**src/hw/rtl/dac_ram.sv**
```systemverilog
// Generic single-port synchronous RAM with registered read.
module dac_ram #(
  parameter int unsigned Width = 8,
  parameter int unsigned Depth = 256
) (
  input  logic                     clk_i,
  input  logic                     we_i,
  input  logic [$clog2(Depth)-1:0] addr_i,
  input  logic [Width-1:0]         wdata_i,
  output logic [Width-1:0]         rdata_o
);

  logic [Width-1:0] mem_q [Depth];

  always_ff @(posedge clk_i) begin
    if (we_i) begin
      mem_q[addr_i] <= wdata_i;
    end
    rdata_o <= mem_q[addr_i];
  end

endmodule

```
**config.mk**
```make
export PLATFORM = sky130hd
export DESIGN_NAME = dac_ram
export DESIGN_NICKNAME = d
export VERILOG_FILES = /design/src/hw/rtl/dac_ram.sv
export SDC_FILE = /design/constraint.sdc
export NUM_CORES = 2
export LEC_CHECK = 0
export BUFFER_PORTS_ARGS = -buffer_cell sky130_fd_sc_hd__buf_2
export CAP_MARGIN = 20
export CORE_MARGIN = 1.5
export CORE_UTILIZATION = 30
export CTS_CLUSTER_DIAMETER = 80
export DETAILED_ROUTE_END_ITERATION = 10
export PLACE_DENSITY_LB_ADDON = 0.3
export SYNTH_ARGS = -nofsm -noshare
export SYNTH_HDL_FRONTEND = slang
export SYNTH_SLANG_ARGS = --single-unit
```
**constraint.sdc**
```tcl
create_clock -name clk_i -period 2.7 [get_ports clk_i]
set_input_delay 0.135 -clock clk_i [delete_from_list [all_inputs] [get_ports clk_i]]
set_output_delay 0.135 -clock clk_i [all_outputs]
set_load 0.01 [all_outputs]
```
==> impl_metrics.py <==
metrics = {
    "outcome": {
        "status": "finished clean",
    },
    "critical_path": {
        "worst_path_arrival_time_ns": 3.37,
        "critical_path_required_time_ns": 3.41,
        "path_class": "reg2reg",
        "largest_fanout_on_the_critical_path": 1,
        "cp-end-kind": "flip-flop",
        "crit_path_start_kind": "flip-flop",
        "worst_setup_path_startpoint": "mem_q[46][2]$_DFFE_PP_",
        "timing.rr.start": "mem_q[46][2]$_DFFE_PP_",
    },
    "clocking": {
        "clock_path_buffers": 3,
        "cts_tree": "built",
        "clkSlewWorstSetupHoldPaths_ns": 0.06,
        "cts-buffers-inserted": 213,
        "clock_latency_ns": 0.85,
        "cts_root_buffer": "sky130_fd_sc_hd__clkbuf_16",
        "ctsHtreeMaxLevel": 4,
        "clock_sinks": 2056,
    },
    "grt": {
        "global_route.usage.met2": 0.2598,
        "grt.met3_usage": 0.02353,
        "largest_net_degree_at_the_start_of_global_routing": 106,
        "gr-max-usage-layer": "met2",
        "wire_length_of_the_first_global_routing_pass_um": 300100,
        "track_usage": 0.1564,
        "groute.layer.met1.usage": 0.2170,
        "number_of_antenna_violations_at_the_first_check_in_global_routing": 11,
        "grt-ovfl-total": 0,
        "via_count_of_the_first_global_routing_pass": 40140,
    },
    "sta": {
        "skew_ns": 0.03901,
        "final_min_period_over_clock_period": 0.9830,
        "rsz0062_at_grt": "no",
        "maxSlewViolCount": 0,
        "max_slew.worst_pin.slew_ns": 0.9163,
        "accumulated_negative_setup_slack_ns": 0,
        "finalHoldViolCount": 0,
        "timing.max_slew.rel_slack": 0.3812,
        "finalSetupViolCount": 0,
        "worst_slack_ns": 0.04600,
        "timing.final.crit_period_ns": 2.654,
        "max_clock_freq_ghz": 0.3768,
    },
    "hold_path": {
        "hold_class": "in2reg",
        "hold_start": "addr_i[5]",
    },
    "floorplanning": {
        "fp.dieArea_um2": 264700,
        "initial_utilization": 0.3020,
        "core_region_area_um2": 259900,
        "dieWidth_um": 514.5,
        "dieHeight_um": 514.5,
        "boundaryPins": 26,
        "core.rowCount": 187,
    },
    "route": {
        "detail_route.drc_violations": 0,
        "route.vias.total": 38800,
        "detail_route.vias_per_cell": 4.958,
        "detail-route-antenna-nets": 0,
        "drt_first_pass_iters": 6,
        "detailedRoute.firstIterationViolations": 3683,
        "route.final.wire_length_um": 208000,
        "detail_route.wl_per_cell_um": 26.58,
    },
    "power": {
        "power_mw": 67.78,
        "power.density_cell_area_nw_per_um2": 718.0,
        "static-leakage-power_nw": 29.45,
        "ir_drop_mv": 0.7950,
    },
    "cells_and_area": {
        "layout_commonest_cell": "sky130_fd_sc_hd__edfxtp_1",
        "synthToLayoutAreaGrowth_pct": 20.26,
        "mostFrequentLayoutCells": "sky130_fd_sc_hd__edfxtp_1, sky130_fd_sc_hd__mux4_2, sky130_fd_sc_hd__buf_4, sky130_fd_sc_hd__a22oi_1, sky130_fd_sc_hd__nor2_1",
        "fin_nets": 4155,
        "final_core_util": 0.3631,
        "layout-drive-gt1-share": 0.3288,
        "nFillCells": 23750,
    },
    "synthesis": {
        "yosys.area.top_type": "sky130_fd_sc_hd__edfxtp_1",
        "yosysSeqAreaShare": 0.7855,
        "synth.lib_cells_used.distinct": 22,
        "synth_largest_type_area_fraction": 0.7835,
        "post_synth_instance_area_um2": 78490,
        "syn-mean-instance-area_um2": 22.13,
        "synth-seq-cells": 2056,
        "number_of_standard_cells_after_synthesis": 3547,
        "syn_nets": 3565,
        "synth_area_leaders": "sky130_fd_sc_hd__edfxtp_1, sky130_fd_sc_hd__mux4_2, sky130_fd_sc_hd__a22oi_1",
        "yosysWarningCount": 0,
    },
    "flow_run": {
        "cap_violations": 0,
    },
    "placed_design": {
        "dp_hpwl_um": 133200,
        "portBuffers": 25,
        "gp_congestion": 0.7889,
        "detailedPlace.worstSlack_ns": -0.8101,
    },
}
## layer usage
| metal | share of wire | vias up |
|---|---|---|
| li1 | - | 16310 |
| met1 | 0.43 | 21190 |
| met2 | 0.50 | 1074 |
| met3 | 0.052 | 217 |
| met4 | 0.016 | 6 |
| met5 | 0.00021 | - |
## logic make-up after synthesis
| logic type | share of synthesized area |
|---|---|
| AO/OA/AOI/OAI | 0.03622 |
| buffers and inverters | 0.01401 |
| flip-flops | 0.7855 |
| multiplexers | 0.1469 |
| AND/OR/NAND/NOR | 0.01733 |
## worst max-delay path, stage by stage (launching register included)
cell	delay [ns]
sky130_fd_sc_hd__edfxtp_1	0.36
sky130_fd_sc_hd__mux4_2	0.48
sky130_fd_sc_hd__a22oi_1	0.20
sky130_fd_sc_hd__buf_4	0.16
sky130_fd_sc_hd__a21oi_1	0.10
sky130_fd_sc_hd__o41ai_1	0.87
sky130_fd_sc_hd__buf_4	0.24
sky130_fd_sc_hd__nand4_1	0.10
## report_power, final
group / total (mW) / switching [mW] / leakage (nW) / internal, mW
registers: 35.2 / 0.0585 / 18.5 / 35.2
logic: 3.37 / 2.07 / 7.60 / 1.29
clock network: 29.2 / 12.3 / 3.37 / 16.9
total: 67.8 / 14.5 / 29.4 / 53.3
## final cells by class
type / instances / area, um2 / share of cell area
multi-input cells: 1258 / 15820 / 0.1676
clock buffers: 266 / 5614 / 0.05947
diodes: 10 / 25.02 / 0.0002651
well taps: 3496 / 4374 / 0.04634
repair buffers: 607 / 5568 / 0.05898
flip-flops and latches: 2056 / 61660 / 0.6532
clock inverters: 131 / 1333 / 0.01412
inverters: 1 / 3.754 / 0.00003976
## registers in the layout, indices dropped and copies added, names as in the netlist
| name | cells |
|---|---|
| mem_q | 2048 |
| rdata_o | 8 |
## path summary, 6_finish.rpt
path / end / slack (ns) / depth (start not counted)
max reg2reg: rdata_o[2]$_DFF_P_ / 0.05 / 7
max: rdata_o[2]$_DFF_P_ / 0.05 / 7
min: mem_q[27][7]$_DFFE_PP_ / 0.16 / 4
min reg2reg: rdata_o[7]$_DFF_P_ / 1.08 / 6
## timing repair
item | 4_1_cts | 5_1_grt
endpoints found under the hold margin | 789 | 0
setup buffers | 0 | 0
endpoints found under the setup margin | 2 | 0
gates resized for setup | 4 | 0
hold buffers | 10 | 0
## synthesized netlist by cell type
library cell,count
sky130_fd_sc_hd__buf_2,36
sky130_fd_sc_hd__dfxtp_1,8
sky130_fd_sc_hd__buf_1,19
sky130_fd_sc_hd__buf_4,16
sky130_fd_sc_hd__or2_2,2
sky130_fd_sc_hd__nand2b_1,6
sky130_fd_sc_hd__nand3_1,13
sky130_fd_sc_hd__and2_1,3
sky130_fd_sc_hd__inv_1,1
sky130_fd_sc_hd__clkbuf_1,145
sky130_fd_sc_hd__nand2_1,28
sky130_fd_sc_hd__o41ai_1,32
sky130_fd_sc_hd__mux4_2,512
sky130_fd_sc_hd__buf_6,16
sky130_fd_sc_hd__nor3_1,30
sky130_fd_sc_hd__a21oi_1,128
sky130_fd_sc_hd__edfxtp_1,2048
sky130_fd_sc_hd__or3_1,1
sky130_fd_sc_hd__nor2b_1,7
sky130_fd_sc_hd__nand4_1,8
sky130_fd_sc_hd__nor2_1,232
sky130_fd_sc_hd__a22oi_1,256
## metrics by stage
step | area (um2) | std cells | hold slack, ns
CTS | 94370 | 7815 | 0.1080
floorplan | 78490 | 3547 | 0.2339
global route | 94380 | 7818 | 0.1756
finish | 94400 | 7825 | 0.1558
global placement | 87290 | 7407 | 0.5064
detailed placement | 87300 | 7408 | 0.5090
Note: power is estimated with default switching activity, not from simulation.
